### config.mk
export PLATFORM = sky130hd
export DESIGN_NAME = clipped_rect_blit_row_generator_unit
export DESIGN_NICKNAME = d
export VERILOG_FILES = /design/src/sv/crbrg_pkg.sv /design/src/sv/crbrg_front.sv /design/src/sv/crbrg_queue.sv /design/src/sv/crbrg_back.sv /design/src/sv/clipped_rect_blit_row_generator_unit.sv
export VERILOG_INCLUDE_DIRS = /design/src /design/src/sv
export SDC_FILE = /design/constraint.sdc
export NUM_CORES = 2
export LEC_CHECK = 0
export ABC_AREA = 1
export BUFFER_PORTS_ARGS = -buffer_cell sky130_fd_sc_hd__clkbuf_2
export CORE_ASPECT_RATIO = 0.75
export CORE_MARGIN = 2
export CORE_UTILIZATION = 35
export CTS_BUF_LIST = sky130_fd_sc_hd__clkbuf_4 sky130_fd_sc_hd__clkbuf_8
export CTS_CLUSTER_SIZE = 24
export DETAILED_ROUTE_END_ITERATION = 8
export PLACE_DENSITY = 0.55
export REMOVE_ABC_BUFFERS = 1
export SLEW_MARGIN = 0
export SYNTH_ARGS = -nofsm -noshare
export SYNTH_HDL_FRONTEND = slang
export SYNTH_SLANG_ARGS = --single-unit
export TNS_END_PERCENT = 5
### constraint.sdc
create_clock -name clk -period 10.04 [get_ports clk]
set_clock_uncertainty 0.2 [all_clocks]
set_input_delay 3.012 -clock clk [delete_from_list [all_inputs] [get_ports clk]]
set_output_delay 3.012 -clock clk [all_outputs]
set_load 0.005 [all_outputs]
### src/sv/clipped_rect_blit_row_generator_unit_assert.svh
// Assertion macros for the blit row generator.
`ifndef CLIPPED_RECT_BLIT_ROW_GENERATOR_UNIT_ASSERT_SVH
`define CLIPPED_RECT_BLIT_ROW_GENERATOR_UNIT_ASSERT_SVH

// cond holds at every edge outside reset
`define CRBRG_ASSERT_ALWAYS(label, clk, rst_n, cond) \
	label: assert property (@(posedge clk) disable iff (!rst_n) (cond)) \
		else $error("invariant violated");

// cons holds in the same cycle as ante
`define CRBRG_ASSERT_IMPLY(label, clk, rst_n, ante, cons) \
	label: assert property (@(posedge clk) disable iff (!rst_n) (ante) |-> (cons)) \
		else $error("implication violated");

// cons holds in the cycle after ante
`define CRBRG_ASSERT_NEXT(label, clk, rst_n, ante, cons) \
	label: assert property (@(posedge clk) disable iff (!rst_n) (ante) |=> (cons)) \
		else $error("next-cycle implication violated");

`endif

### src/sv/crbrg_pkg.sv
`default_nettype none
package crbrg_pkg;

	localparam int MAX_DIM_DEF = 4096;
	localparam int Q_DEPTH_DEF = 8;
	localparam int CW          = 16;
	localparam int CFG_IDX_W   = 2;

	localparam logic [CFG_IDX_W-1:0] CFG_BASE   = 2'd0;
	localparam logic [CFG_IDX_W-1:0] CFG_WIDTH  = 2'd1;
	localparam logic [CFG_IDX_W-1:0] CFG_HEIGHT = 2'd2;
	localparam logic [CFG_IDX_W-1:0] CFG_PITCH  = 2'd3;

	localparam logic [31:0] RST_BASE   = 32'd0;
	localparam logic [12:0] RST_WIDTH  = 13'd640;
	localparam logic [12:0] RST_HEIGHT = 13'd480;
	localparam logic [15:0] RST_PITCH  = 16'd1920;

	typedef struct packed {
		logic [31:0] base;
		logic [12:0] sw;
		logic [12:0] sh;
		logic [15:0] pitch;
	} cfg_t;

	typedef struct packed {
		logic        tick;
		logic        empty;
		logic        walk;
		logic [13:0] bytes;
		logic [31:0] src;
		logic [31:0] dst;
	} ent_t;

	typedef struct packed {
		logic full;
		logic empty;
	} q_stat_t;

	typedef struct packed {
		logic emit;
		logic last;
		logic idle;
	} bk_stat_t;

endpackage
`default_nettype wire

### src/sv/crbrg_front.sv
`default_nettype none
module crbrg_front #(
	parameter int MAX_DIM = crbrg_pkg::MAX_DIM_DEF
) (
	input  logic                             clk,
	input  logic                             arst_n,
	input  logic                             acc,
	input  logic                             action,
	input  logic signed [12:0]               source_x,
	input  logic signed [12:0]               source_y,
	input  logic signed [12:0]               target_x,
	input  logic signed [12:0]               target_y,
	input  logic        [12:0]               rect_width,
	input  logic        [12:0]               rect_height,
	input  crbrg_pkg::cfg_t                  cfg,
	output logic                             push,
	output crbrg_pkg::ent_t                  ent,
	output logic [$clog2(MAX_DIM+1)-1:0]     rows
);
	import crbrg_pkg::*;

	localparam int RW = $clog2(MAX_DIM + 1);
	localparam logic signed [CW-1:0] MAXC = CW'(MAX_DIM);

	typedef struct packed {
		logic signed [CW-1:0] s;
		logic signed [CW-1:0] d;
		logic signed [CW-1:0] len;
	} axis_t;

	function automatic axis_t clip_origin(input logic signed [CW-1:0] s,
			input logic signed [CW-1:0] d, input logic signed [CW-1:0] len);
		axis_t r;
		r.s   = s;
		r.d   = d;
		r.len = len;
		if (r.s < 0) begin
			r.len = r.len + r.s;
			r.d   = r.d - r.s;
			r.s   = '0;
		end
		if (r.d < 0) begin
			r.len = r.len + r.d;
			r.s   = r.s - r.d;
			r.d   = '0;
		end
		return r;
	endfunction

	function automatic logic signed [CW-1:0] min2(input logic signed [CW-1:0] a,
			input logic signed [CW-1:0] b);
		return (a < b) ? a : b;
	endfunction

	axis_t ax, ay;
	logic signed [CW-1:0] sw_c, sh_c, wmin, hmin;

	logic v_s1, v_s2, v_s3, v_s4, v_s5;
	logic tick_s1, tick_s2, tick_s3, tick_s4, tick_s5;
	logic signed [CW-1:0] sx_s1, sy_s1, dx_s1, dy_s1, w_s1, h_s1;
	logic signed [CW-1:0] sx_s2, sy_s2, dx_s2, dy_s2, w_s2, h_s2;
	logic walk_s2, walk_s3, walk_s4, walk_s5;
	logic empty_s2, empty_s3, empty_s4, empty_s5;
	logic [CW-1:0] ys_s3, yd_s3;
	logic [31:0] xs_s3, xd_s3;
	logic [13:0] bytes_s3, bytes_s4, bytes_s5;
	logic [RW-1:0] rows_s3, rows_s4, rows_s5;
	logic [31:0] prs_s4, prd_s4, ofs_s4, ofd_s4;
	logic [31:0] src_s5, dst_s5;

	always_comb begin
		ax   = clip_origin(CW'(source_x), CW'(target_x), CW'(rect_width));
		ay   = clip_origin(CW'(source_y), CW'(target_y), CW'(rect_height));
		sw_c = CW'(cfg.sw);
		sh_c = CW'(cfg.sh);
		wmin = min2(min2(w_s1, sw_c - sx_s1), min2(sw_c - dx_s1, MAXC));
		hmin = min2(min2(h_s1, sh_c - sy_s1), min2(sh_c - dy_s1, MAXC));
	end

	always_ff @(posedge clk or negedge arst_n) begin
		if (!arst_n) begin
			v_s1 <= 1'b0;
			v_s2 <= 1'b0;
			v_s3 <= 1'b0;
			v_s4 <= 1'b0;
			v_s5 <= 1'b0;
		end else begin
			v_s1 <= acc;
			v_s2 <= v_s1;
			v_s3 <= v_s2;
			v_s4 <= v_s3;
			v_s5 <= v_s4;
		end
	end

	always_ff @(posedge clk) begin
		tick_s1 <= action;
		sx_s1   <= ax.s;
		dx_s1   <= ax.d;
		w_s1    <= ax.len;
		sy_s1   <= ay.s;
		dy_s1   <= ay.d;
		h_s1    <= ay.len;

		tick_s2  <= tick_s1;
		sx_s2    <= sx_s1;
		sy_s2    <= sy_s1;
		dx_s2    <= dx_s1;
		dy_s2    <= dy_s1;
		w_s2     <= wmin;
		h_s2     <= hmin;
		walk_s2  <= dy_s1 > sy_s1;
		empty_s2 <= (wmin <= 0) || (hmin <= 0);

		tick_s3  <= tick_s2;
		walk_s3  <= walk_s2;
		empty_s3 <= empty_s2;
		ys_s3    <= walk_s2 ? sy_s2 + h_s2 - CW'(1) : sy_s2;
		yd_s3    <= walk_s2 ? dy_s2 + h_s2 - CW'(1) : dy_s2;
		xs_s3    <= 32'(sx_s2) * 32'd3;
		xd_s3    <= 32'(dx_s2) * 32'd3;
		bytes_s3 <= 14'(w_s2 * 16'sd3);
		rows_s3  <= h_s2[RW-1:0];

		tick_s4  <= tick_s3;
		walk_s4  <= walk_s3;
		empty_s4 <= empty_s3;
		bytes_s4 <= bytes_s3;
		rows_s4  <= rows_s3;
		prs_s4   <= 32'(ys_s3) * 32'(cfg.pitch);
		prd_s4   <= 32'(yd_s3) * 32'(cfg.pitch);
		ofs_s4   <= cfg.base + xs_s3;
		ofd_s4   <= cfg.base + xd_s3;

		tick_s5  <= tick_s4;
		walk_s5  <= walk_s4;
		empty_s5 <= empty_s4;
		bytes_s5 <= bytes_s4;
		rows_s5  <= rows_s4;
		src_s5   <= prs_s4 + ofs_s4;
		dst_s5   <= prd_s4 + ofd_s4;
	end

	always_comb begin
		push      = v_s5;
		ent.tick  = tick_s5;
		ent.empty = empty_s5;
		ent.walk  = walk_s5;
		ent.bytes = bytes_s5;
		ent.src   = src_s5;
		ent.dst   = dst_s5;
		rows      = rows_s5;
	end

endmodule
`default_nettype wire

### src/sv/crbrg_queue.sv
`default_nettype none
module crbrg_queue #(
	parameter int W     = 8,
	parameter int DEPTH = crbrg_pkg::Q_DEPTH_DEF
) (
	input  logic                clk,
	input  logic                arst_n,
	input  logic                push,
	input  logic [W-1:0]        wdata,
	input  logic                pop,
	output logic [W-1:0]        rdata,
	output crbrg_pkg::q_stat_t  stat
);
	import crbrg_pkg::*;

	localparam int AW   = (DEPTH > 1) ? $clog2(DEPTH) : 1;
	localparam int CNTW = $clog2(DEPTH + 1);

	logic [W-1:0]    mem_q [DEPTH];
	logic [AW-1:0]   wp_q, rp_q;
	logic [CNTW-1:0] cnt_q;

	always_ff @(posedge clk) begin
		if (push) begin
			mem_q[wp_q] <= wdata;
		end
	end

	always_ff @(posedge clk or negedge arst_n) begin
		if (!arst_n) begin
			wp_q  <= '0;
			rp_q  <= '0;
			cnt_q <= '0;
		end else begin
			if (push) begin
				wp_q <= (wp_q == AW'(DEPTH - 1)) ? '0 : wp_q + AW'(1);
			end
			if (pop) begin
				rp_q <= (rp_q == AW'(DEPTH - 1)) ? '0 : rp_q + AW'(1);
			end
			cnt_q <= cnt_q + CNTW'(push) - CNTW'(pop);
		end
	end

	assign rdata      = mem_q[rp_q];
	assign stat.full  = cnt_q == CNTW'(DEPTH);
	assign stat.empty = cnt_q == '0;

endmodule
`default_nettype wire

### src/sv/crbrg_back.sv
`default_nettype none
module crbrg_back #(
	parameter int MAX_DIM = crbrg_pkg::MAX_DIM_DEF
) (
	input  logic                           clk,
	input  logic                           arst_n,
	input  crbrg_pkg::ent_t                q_ent,
	input  logic [$clog2(MAX_DIM+1)-1:0]   q_rows,
	input  logic                           q_valid,
	input  logic [15:0]                    pitch,
	input  logic                           ready,
	output logic                           pop,
	output logic                           valid,
	output logic [31:0]                    source_address,
	output logic [31:0]                    target_address,
	output logic [13:0]                    byte_count,
	output logic                           last_row,
	output crbrg_pkg::bk_stat_t            stat
);
	import crbrg_pkg::*;

	localparam int RW = $clog2(MAX_DIM + 1);

	logic [RW-1:0] rows_q;
	logic [31:0]   src_q, dst_q;
	logic [13:0]   bytes_q;
	logic          walk_q;
	logic          out_valid_q, out_last_q;
	logic [31:0]   out_src_q, out_dst_q;
	logic [13:0]   out_bytes_q;
	logic          out_free, emit, load;

	assign out_free = !out_valid_q || ready;
	assign pop      = q_valid && (!q_ent.tick || out_free);
	assign load     = pop && !q_ent.tick;
	assign emit     = pop && q_ent.tick && (rows_q != '0);

	always_ff @(posedge clk or negedge arst_n) begin
		if (!arst_n) begin
			rows_q      <= '0;
			walk_q      <= 1'b0;
			out_valid_q <= 1'b0;
		end else begin
			if (load) begin
				rows_q <= q_ent.empty ? '0 : q_rows;
				walk_q <= q_ent.walk;
			end else if (emit) begin
				rows_q <= rows_q - RW'(1);
			end
			if (emit) begin
				out_valid_q <= 1'b1;
			end else if (ready) begin
				out_valid_q <= 1'b0;
			end
		end
	end

	always_ff @(posedge clk) begin
		if (load) begin
			src_q   <= q_ent.src;
			dst_q   <= q_ent.dst;
			bytes_q <= q_ent.bytes;
		end else if (emit) begin
			src_q <= walk_q ? src_q - 32'(pitch) : src_q + 32'(pitch);
			dst_q <= walk_q ? dst_q - 32'(pitch) : dst_q + 32'(pitch);
		end
		if (emit) begin
			out_src_q   <= src_q;
			out_dst_q   <= dst_q;
			out_bytes_q <= bytes_q;
			out_last_q  <= rows_q == RW'(1);
		end
	end

	assign valid          = out_valid_q;
	assign source_address = out_src_q;
	assign target_address = out_dst_q;
	assign byte_count     = out_bytes_q;
	assign last_row       = out_last_q;
	assign stat.emit      = emit;
	assign stat.last      = rows_q == RW'(1);
	assign stat.idle      = rows_q == '0;

endmodule
`default_nettype wire

### src/sv/clipped_rect_blit_row_generator_unit.sv
// Row address generator for a 24 bpp screen-to-screen rectangle copy.
// Input channel (in_valid/in_ready): action 0 is a copy command with source and
// target origins and rectangle size; action 1 is a tick asking for the next row.
// Output channel (out_valid/out_ready): one word per tick while rows remain, with
// source and target byte addresses, byte count and a last-row flag. A command
// produces no word and replaces any copy still pending; a tick with none pending
// produces nothing.
// Config channel (cfg_valid/cfg_ready, always ready): cfg_index 0 base, 1 screen
// width, 2 screen height, 3 line pitch; write only while idle.
// Path: a tick passes the five-stage clip and address pipeline, the queue and the
// output register. Throughput: one word per cycle while ticks arrive and out_ready
// holds; the back end steps the row addresses by the pitch (down when walking) for
// each word, and an 8-entry credited queue covers the pipeline round trip.
// Reset: registers take 640x480, pitch 1920, base 0; no copy pending.
// When the receiver stalls the output word holds, the queue fills, and in_ready
// falls once all queue credits are in use.
`default_nettype none
`include "clipped_rect_blit_row_generator_unit_assert.svh"
module clipped_rect_blit_row_generator_unit #(
	parameter int MAX_DIM = crbrg_pkg::MAX_DIM_DEF,
	parameter int Q_DEPTH = crbrg_pkg::Q_DEPTH_DEF
) (
	input  logic                                clk,
	input  logic                                arst_n,
	input  logic                                in_valid,
	output logic                                in_ready,
	input  logic                                action,
	input  logic signed [12:0]                  source_x,
	input  logic signed [12:0]                  source_y,
	input  logic signed [12:0]                  target_x,
	input  logic signed [12:0]                  target_y,
	input  logic        [12:0]                  rect_width,
	input  logic        [12:0]                  rect_height,
	output logic                                out_valid,
	input  logic                                out_ready,
	output logic        [31:0]                  source_address,
	output logic        [31:0]                  target_address,
	output logic        [13:0]                  byte_count,
	output logic                                last_row,
	input  logic                                cfg_valid,
	output logic                                cfg_ready,
	input  logic [crbrg_pkg::CFG_IDX_W-1:0]     cfg_index,
	input  logic        [31:0]                  cfg_data
);
	import crbrg_pkg::*;

	localparam int RW  = $clog2(MAX_DIM + 1);
	localparam int CRW = $clog2(Q_DEPTH + 1);
	localparam int QW  = RW + $bits(ent_t);

	cfg_t          cfg_q;
	logic [CRW-1:0] credit_q;
	logic          in_acc, f_push, q_pop;
	ent_t          f_ent, q_ent;
	logic [RW-1:0] f_rows, q_rows;
	logic [QW-1:0] q_rdata;
	q_stat_t       q_stat;
	bk_stat_t      bk_stat;

	assign cfg_ready = 1'b1;
	assign in_ready  = credit_q != '0;
	assign in_acc    = in_valid && in_ready;

	always_ff @(posedge clk or negedge arst_n) begin
		if (!arst_n) begin
			cfg_q.base  <= RST_BASE;
			cfg_q.sw    <= RST_WIDTH;
			cfg_q.sh    <= RST_HEIGHT;
			cfg_q.pitch <= RST_PITCH;
		end else if (cfg_valid) begin
			case (cfg_index)
				CFG_BASE:   cfg_q.base  <= cfg_data;
				CFG_WIDTH:  cfg_q.sw    <= cfg_data[12:0];
				CFG_HEIGHT: cfg_q.sh    <= cfg_data[12:0];
				CFG_PITCH:  cfg_q.pitch <= cfg_data[15:0];
				default: begin
				end
			endcase
		end
	end

	always_ff @(posedge clk or negedge arst_n) begin
		if (!arst_n) begin
			credit_q <= CRW'(Q_DEPTH);
		end else begin
			credit_q <= credit_q + CRW'(q_pop) - CRW'(in_acc);
		end
	end

	crbrg_front #(.MAX_DIM(MAX_DIM)) u_front (
		.clk(clk),
		.arst_n(arst_n),
		.acc(in_acc),
		.action(action),
		.source_x(source_x),
		.source_y(source_y),
		.target_x(target_x),
		.target_y(target_y),
		.rect_width(rect_width),
		.rect_height(rect_height),
		.cfg(cfg_q),
		.push(f_push),
		.ent(f_ent),
		.rows(f_rows)
	);

	crbrg_queue #(.W(QW), .DEPTH(Q_DEPTH)) u_queue (
		.clk(clk),
		.arst_n(arst_n),
		.push(f_push),
		.wdata({f_rows, f_ent}),
		.pop(q_pop),
		.rdata(q_rdata),
		.stat(q_stat)
	);

	assign q_rows = q_rdata[QW-1 -: RW];
	assign q_ent  = q_rdata[$bits(ent_t)-1:0];

	crbrg_back #(.MAX_DIM(MAX_DIM)) u_back (
		.clk(clk),
		.arst_n(arst_n),
		.q_ent(q_ent),
		.q_rows(q_rows),
		.q_valid(!q_stat.empty),
		.pitch(cfg_q.pitch),
		.ready(out_ready),
		.pop(q_pop),
		.valid(out_valid),
		.source_address(source_address),
		.target_address(target_address),
		.byte_count(byte_count),
		.last_row(last_row),
		.stat(bk_stat)
	);

	`CRBRG_ASSERT_ALWAYS(a_credit_bound, clk, arst_n, credit_q <= CRW'(Q_DEPTH))
	`CRBRG_ASSERT_IMPLY(a_no_push_full, clk, arst_n, f_push, !q_stat.full || q_pop)
	`CRBRG_ASSERT_NEXT(a_last_idle, clk, arst_n, bk_stat.emit && bk_stat.last, bk_stat.idle)

endmodule
`default_nettype wire
# --- After elaboration in Yosys (flattened, before gate mapping) ---
# Memories as Yosys holds them, arrays and structs flattened.
# Cells that the tools add are included.
# Widths: inputs -> output; s select.
op_classes:
  n_addsub: 31
  mul: 5
  magnitude_cmp: 13
  eq_ne: 6
  n_mux: 27
  reduce_logical: 21
op_table:
  columns: ["operator", "n"]
  rows:
  - ["$mux 32", 6]
  - ["$mux 48", 4]
  - ["$add 32x32->32", 4]
  - ["$mux 16", 8]
  - ["$add 16x16->16", 4]
  - ["$add 32x16->32", 2]
  - ["$lt 16x16->1", 4]
  - ["$mul 16x16->32", 2]
  - ["$sub 14x16->16", 4]
  - ["$sub 32x16->32", 2]
  - ["$mux 13", 3]
  - ["$mul 16x3->19 const B", 2]
  - ["$le 16x1->1 const B", 2]
  - ["$lt 16x1->1 const B", 2]
  - ["$lt 16x14->1 const B", 2]
  - ["$sub 16x16->16", 2]
  - ["$sub 16x2->16 const B", 2]
  - ["$add 14x13->15", 2]
  - ["$sub 13x13->14", 2]
  - ["$lt 13x1->1 const B", 2]
  - ["$gt 16x16->1", 1]
  - ["$mul 16x3->14 const B", 1]
  - ["$eq 13x1->1 const B", 1]
  - ["$reduce_bool 13->1", 1]
  - ["17 further kinds", 38]
word_totals:
  reg_bits: 839
  mem_bits_rw: 752
  input_bits: 118
  output_inout_bits: 82
  wordCells: 168
  n_memories: 1
mem_list:
  columns: ["name", "words", "width", "read_ports", "rd_clocked_by_memory_dff", "write_ports", "line_no", "text"]
  rows:
  - ["u_queue.mem_q", 8, 94, 1, 0, 1, "crbrg_queue.sv:19", "logic [W-1:0] mem_q [DEPTH];"]

# --- Depth between registers and ports, before layout ---
logic_depth:
  ltp_word: 8
  mapped_depth: 47
  depth_no_buf: 45

# --- Modules after synthesis ---
# From an unflattened synthesis, not the netlist that was laid out.
hier_totals:
  cells_unflattened: 10943
  hier_area_um2: 94973.6
modules_own_cells:
  columns: ["mod", "instances", "cells_per_inst", "area_per_inst_um2", "seq_area_each_um2"]
  rows:
  - ["crbrg_front", 1, 5880, 47251.6, 10895.4]
  - ["crbrg_queue", 1, 3318, 33305.7, 22831.9]
  - ["crbrg_back", 1, 1437, 11389.7, 5089.9]
  - ["clipped_rect_blit_row_generator_unit", 1, 308, 3026.7, 1965.6]

# --- Least setup slack after synthesis ---
# No wires, ideal clock.
synth_path:
  path_kind: "input port to flip-flop"
  startpoint: "input out_ready"
  endpoint: "register u_back.dst_q[0], enable pin"
  setup_time_ns: 0.453
  t_arrival_ns: 11.626
  t_required_ns: 9.387
  setup_slack_ns: -2.239
  cell_stages: 7
  path_buffers: 1
  path_cell_list: "inv_1 -> nand2_1 -> o21ai_0 -> nor3_1 -> inv_1 -> nand2_1 -> buf_1"
synth_between:
  elab_chain_cells: 6
  word_cells_on_any_way: 7
  classes_between: "reduce/logical (7)"
synth_rtl:
  columns: ["element", "line_no", "text"]
  rows:
  - ["start, declared", "clipped_rect_blit_row_generator_unit.sv:35", "input logic out_ready,"]
  - ["$logic_or 1x1->1", "crbrg_back.sv:33", "assign out_free = !out_valid_q || ready;"]
  - ["$logic_or 1x1->1", "crbrg_back.sv:34", "assign pop = q_valid && (!q_ent.tick || out_free);"]
  - ["$logic_and 1x1->1", "crbrg_back.sv:34", null]
  - ["$logic_and 1x1->1 (2 in series)", "crbrg_back.sv:36", "assign emit = pop && q_ent.tick && (rows_q != '0);"]
  - ["net u_back.emit", "crbrg_back.sv:31", "logic out_free, emit, load;"]
  - ["$reduce_bool 2->1 (no line)", null, null]
  - ["end signal, assigned", "crbrg_back.sv:61", "dst_q <= q_ent.dst;"]
  - ["end signal, assigned", "crbrg_back.sv:65", "dst_q <= walk_q ? dst_q - 32'(pitch) : dst_q + 32'(pitch);"]
  - ["end, declared", "crbrg_back.sv:25", "logic [31:0] src_q, dst_q;"]
# The timed path passes the listed nets, and every way through them passes these cells.
# A chain may end at the register's enable or synchronous reset.

# --- Final worst setup path ---
layout_path:
  startpoint: "register cfg_q[7] (netlist name)"
  endpoint: "register u_front.prs_s4[31]"
layout_between:
  elab_chain_cells: 1
layout_rtl:
  columns: ["element", "line_no", "text"]
  rows:
  - ["$mul 16x16->32", "crbrg_front.sv:130", "prs_s4 <= 32'(ys_s3) * 32'(cfg.pitch);"]
  - ["end signal, assigned", "crbrg_front.sv:130", null]
  - ["end, declared", "crbrg_front.sv:68", "logic [31:0] prs_s4, prd_s4, ofs_s4, ofd_s4;"]
# Every way passes these cells.

==> impl_metrics.json <==
{
  "outcome": "finished clean",
  "maxSlewViolCount": 0,
  "yosysWarningCount": 0,
  "cpPeakStageDelay_ns": 1.23,
  "grt_pass1_vias": 63250,
  "post-cts-setup-buffers": 0,
  "worst_ep_required_time_ns": 10.61,
  "dieArea_um2": 257700,
  "syn_avg_cell_area_um2": 9.638,
  "antenna_found_initial": 21,
  "drt_first_iter_violations": 4726,
  "cts_tree": "yes",
  "clock.fmax_ghz": 0.1368,
  "syn_inst": 9209,
  "crit_path_start_kind": "flop",
  "ctsLongestPathBuffers": 4,
  "ys_top_cells_by_area": "edfxtp_1, dfxtp_1, ha_1",
  "fp.dieW_um": 585.5,
  "wl_per_cell_um": 18.27,
  "grt_pass1_wl_mm": 366.6,
  "r2r_slack_ns": 2.73,
  "finalHoldViolations": 0,
  "ios": 200,
  "setup_violations": 0,
  "worst_slew_pin_slew_ns": 1.089,
  "postRouteAntennaNets": 0,
  "synthDominantCellAreaShare_pct": 30.75,
  "hpwl_mm": 166.1,
  "synthArstFlopShare_pct": 6.945,
  "route.detailed.drc": 0,
  "largest_reg_flops": 752,
  "vias_per_cell": 4.877,
  "setup_slack_ns": 2.731,
  "final.min_clock_period_ns": 7.309,
  "reg2reg_to": "u_front.prs_s4[31]",
  "synth_edf_count": 909,
  "slew_headroom_pct": 27.38,
  "synth_flop_cell": "edfxtp_1",
  "hold_buffers": 0,
  "initial_core_util_pct": 35.10,
  "dp_slack_ns": 2.431,
  "port_buffers": 198,
  "worst_path_max_delay_cell": "dfstp_2",
  "r2r_start": "cfg_q[7]",
  "cp_max_fo": 36,
  "cp-end-kind": "flop",
  "die_h_um": 440.1,
  "cts_root_buf": "clkbuf_8",
  "grt_max_degree": 215,
  "ys_ff_latch": 1555,
  "max_cap_viol_count": 0,
  "hold_slack_ns": 0.1026,
  "row_count": 160,
  "area_growth_pct": 11.44,
  "drive_gt1_share_pct": 8.416,
  "h-tree-depth": 5,
  "synth-seq-area-share_pct": 45.95,
  "cts_num_sinks": 1555,
  "grt_overflow": 0,
  "fp.coreArea_um2": 252800,
  "final_nets": 10710,
  "setup_tns_ns": 0,
  "utilization_pct": 39.12,
  "fillers": 24750,
  "synth_cell_types": 57,
  "grt_use_total_pct": 18.26,
  "rsz0062_at_grt": "no",
  "r2r_cells": 29,
  "dr.pass1.iters": 8,
  "hp-class": "flop to flop",
  "cpMostUsedCell": "inv_1",
  "routed-via-count": 63520,
  "yosys.area.top_type": "edfxtp_1",
  "insertion_delay_ns": 0.93,
  "synth_common_cells": "nand2_1, inv_1, edfxtp_1",
  "synthesis.area_um2": 88750,
  "endpoint": "u_front.prs_s4[31]",
  "cts_made_buffers": 274,
  "fin_crit_sh_pct": 72.80,
  "path_class": "flop to flop",
  "yosysMostFrequentCell": "nand2_1",
  "path_clk_slew_ns": 0.06,
  "arrival_ns": 7.88,
  "cts_resized": 0,
  "startpoint": "cfg_q[7]",
  "regMostFlops": "u_queue.mem_q",
  "wirelength_mm": 238.0,
  "reg_top3": "u_queue.mem_q x752, cfg_q x74",
  "place.gp.congestion": 0.8796
}
## critical path, delay by kind of cell, from the launching register on
family / cells / cell delay, ns
adders and majority gates: 7 / 3.40
DFF: 1 / 1.23
and+or+nand+nor: 10 / 1.00
AOI/OAI and AO/OA: 4 / 0.88
buffers and inverters: 7 / 0.38
xor gates and xnor gates: 1 / 0.11
## final cells by class
class                   count  area (um^2)  area share (%)
inverters                1346         5066           5.122
well taps                3402         4257           4.304
clock inverters            90        646.9          0.6540
multi-input cells        5965        41700           42.17
repair buffers            258         1473           1.489
clock buffers             399         4941           4.996
diodes                      9        22.52         0.02277
flip-flops and latches   1555        40790           41.25
## through the flow
stage                     instances  cell area (um^2)
final                         13020             98900
after global routing          13020             98880
after CTS                     13020             98880
after detailed placement      12530             93290
after global placement        12530             93290
after floorplan                8866             87450
## worst min path at each step
stage / to / start / cells past startpoint / slack, ns
finish: u_front.tick_s3 / u_front.tick_s2 / 0 / 0.10
global placement: u_front.bytes_s5[8] / u_front.bytes_s4[8] / 0 / 0.11
CTS: u_front.tick_s3 / u_front.tick_s2 / 0 / 0.09
floorplan: u_front.bytes_s4[0] / u_front.bytes_s3[0] / 0 / 0.11
global route: u_front.rows_s4[2] / u_front.rows_s3[2] / 0 / 0.11
detailed placement: u_front.bytes_s5[8] / u_front.bytes_s4[8] / 0 / 0.11
## cells in the final DEF (no fill, tap or decap), types with 163 or more instances in the layout
master | Yosys | final
nand2_1 | 1650 | 1648
nand3_1 | 164 | 163
clkbuf_2 | 0 | 197
a21oi_1 | 527 | 527
ha_1 | 781 | 781
o21ai_0 | 710 | 709
edfxtp_1 | 909 | 909
nor2_1 | 743 | 735
xor2_1 | 267 | 267
dfxtp_1 | 538 | 538
clkbuf_8 | 0 | 311
inv_1 | 1343 | 1340
fa_1 | 413 | 413
## logic make-up after synthesis
| group | Yosys count | share of synthesized area [%] |
|---|---|---|
| simple gates | 2674 | 11.90 |
| compound gates | 1670 | 10.42 |
| buf+inv | 1694 | 7.185 |
| other cells | 2 | 0.008462 |
| xor+xnor | 390 | 3.849 |
| flops | 1555 | 45.95 |
| fa+ha+maj | 1194 | 20.33 |
| mux | 30 | 0.3609 |
## metal layers
metal  wire length, um  vias up  global-route usage [%]
li1                  -    30740                       -
met1            117500    30640                   27.15
met2            102000     1797                   28.06
met3             13530      340                   2.264
met4              4761        2                   4.413
met5               226        -                       0
Power is not shown: default switching activity piles up to over one toggle a cycle in this logic, so the estimate is an artifact.
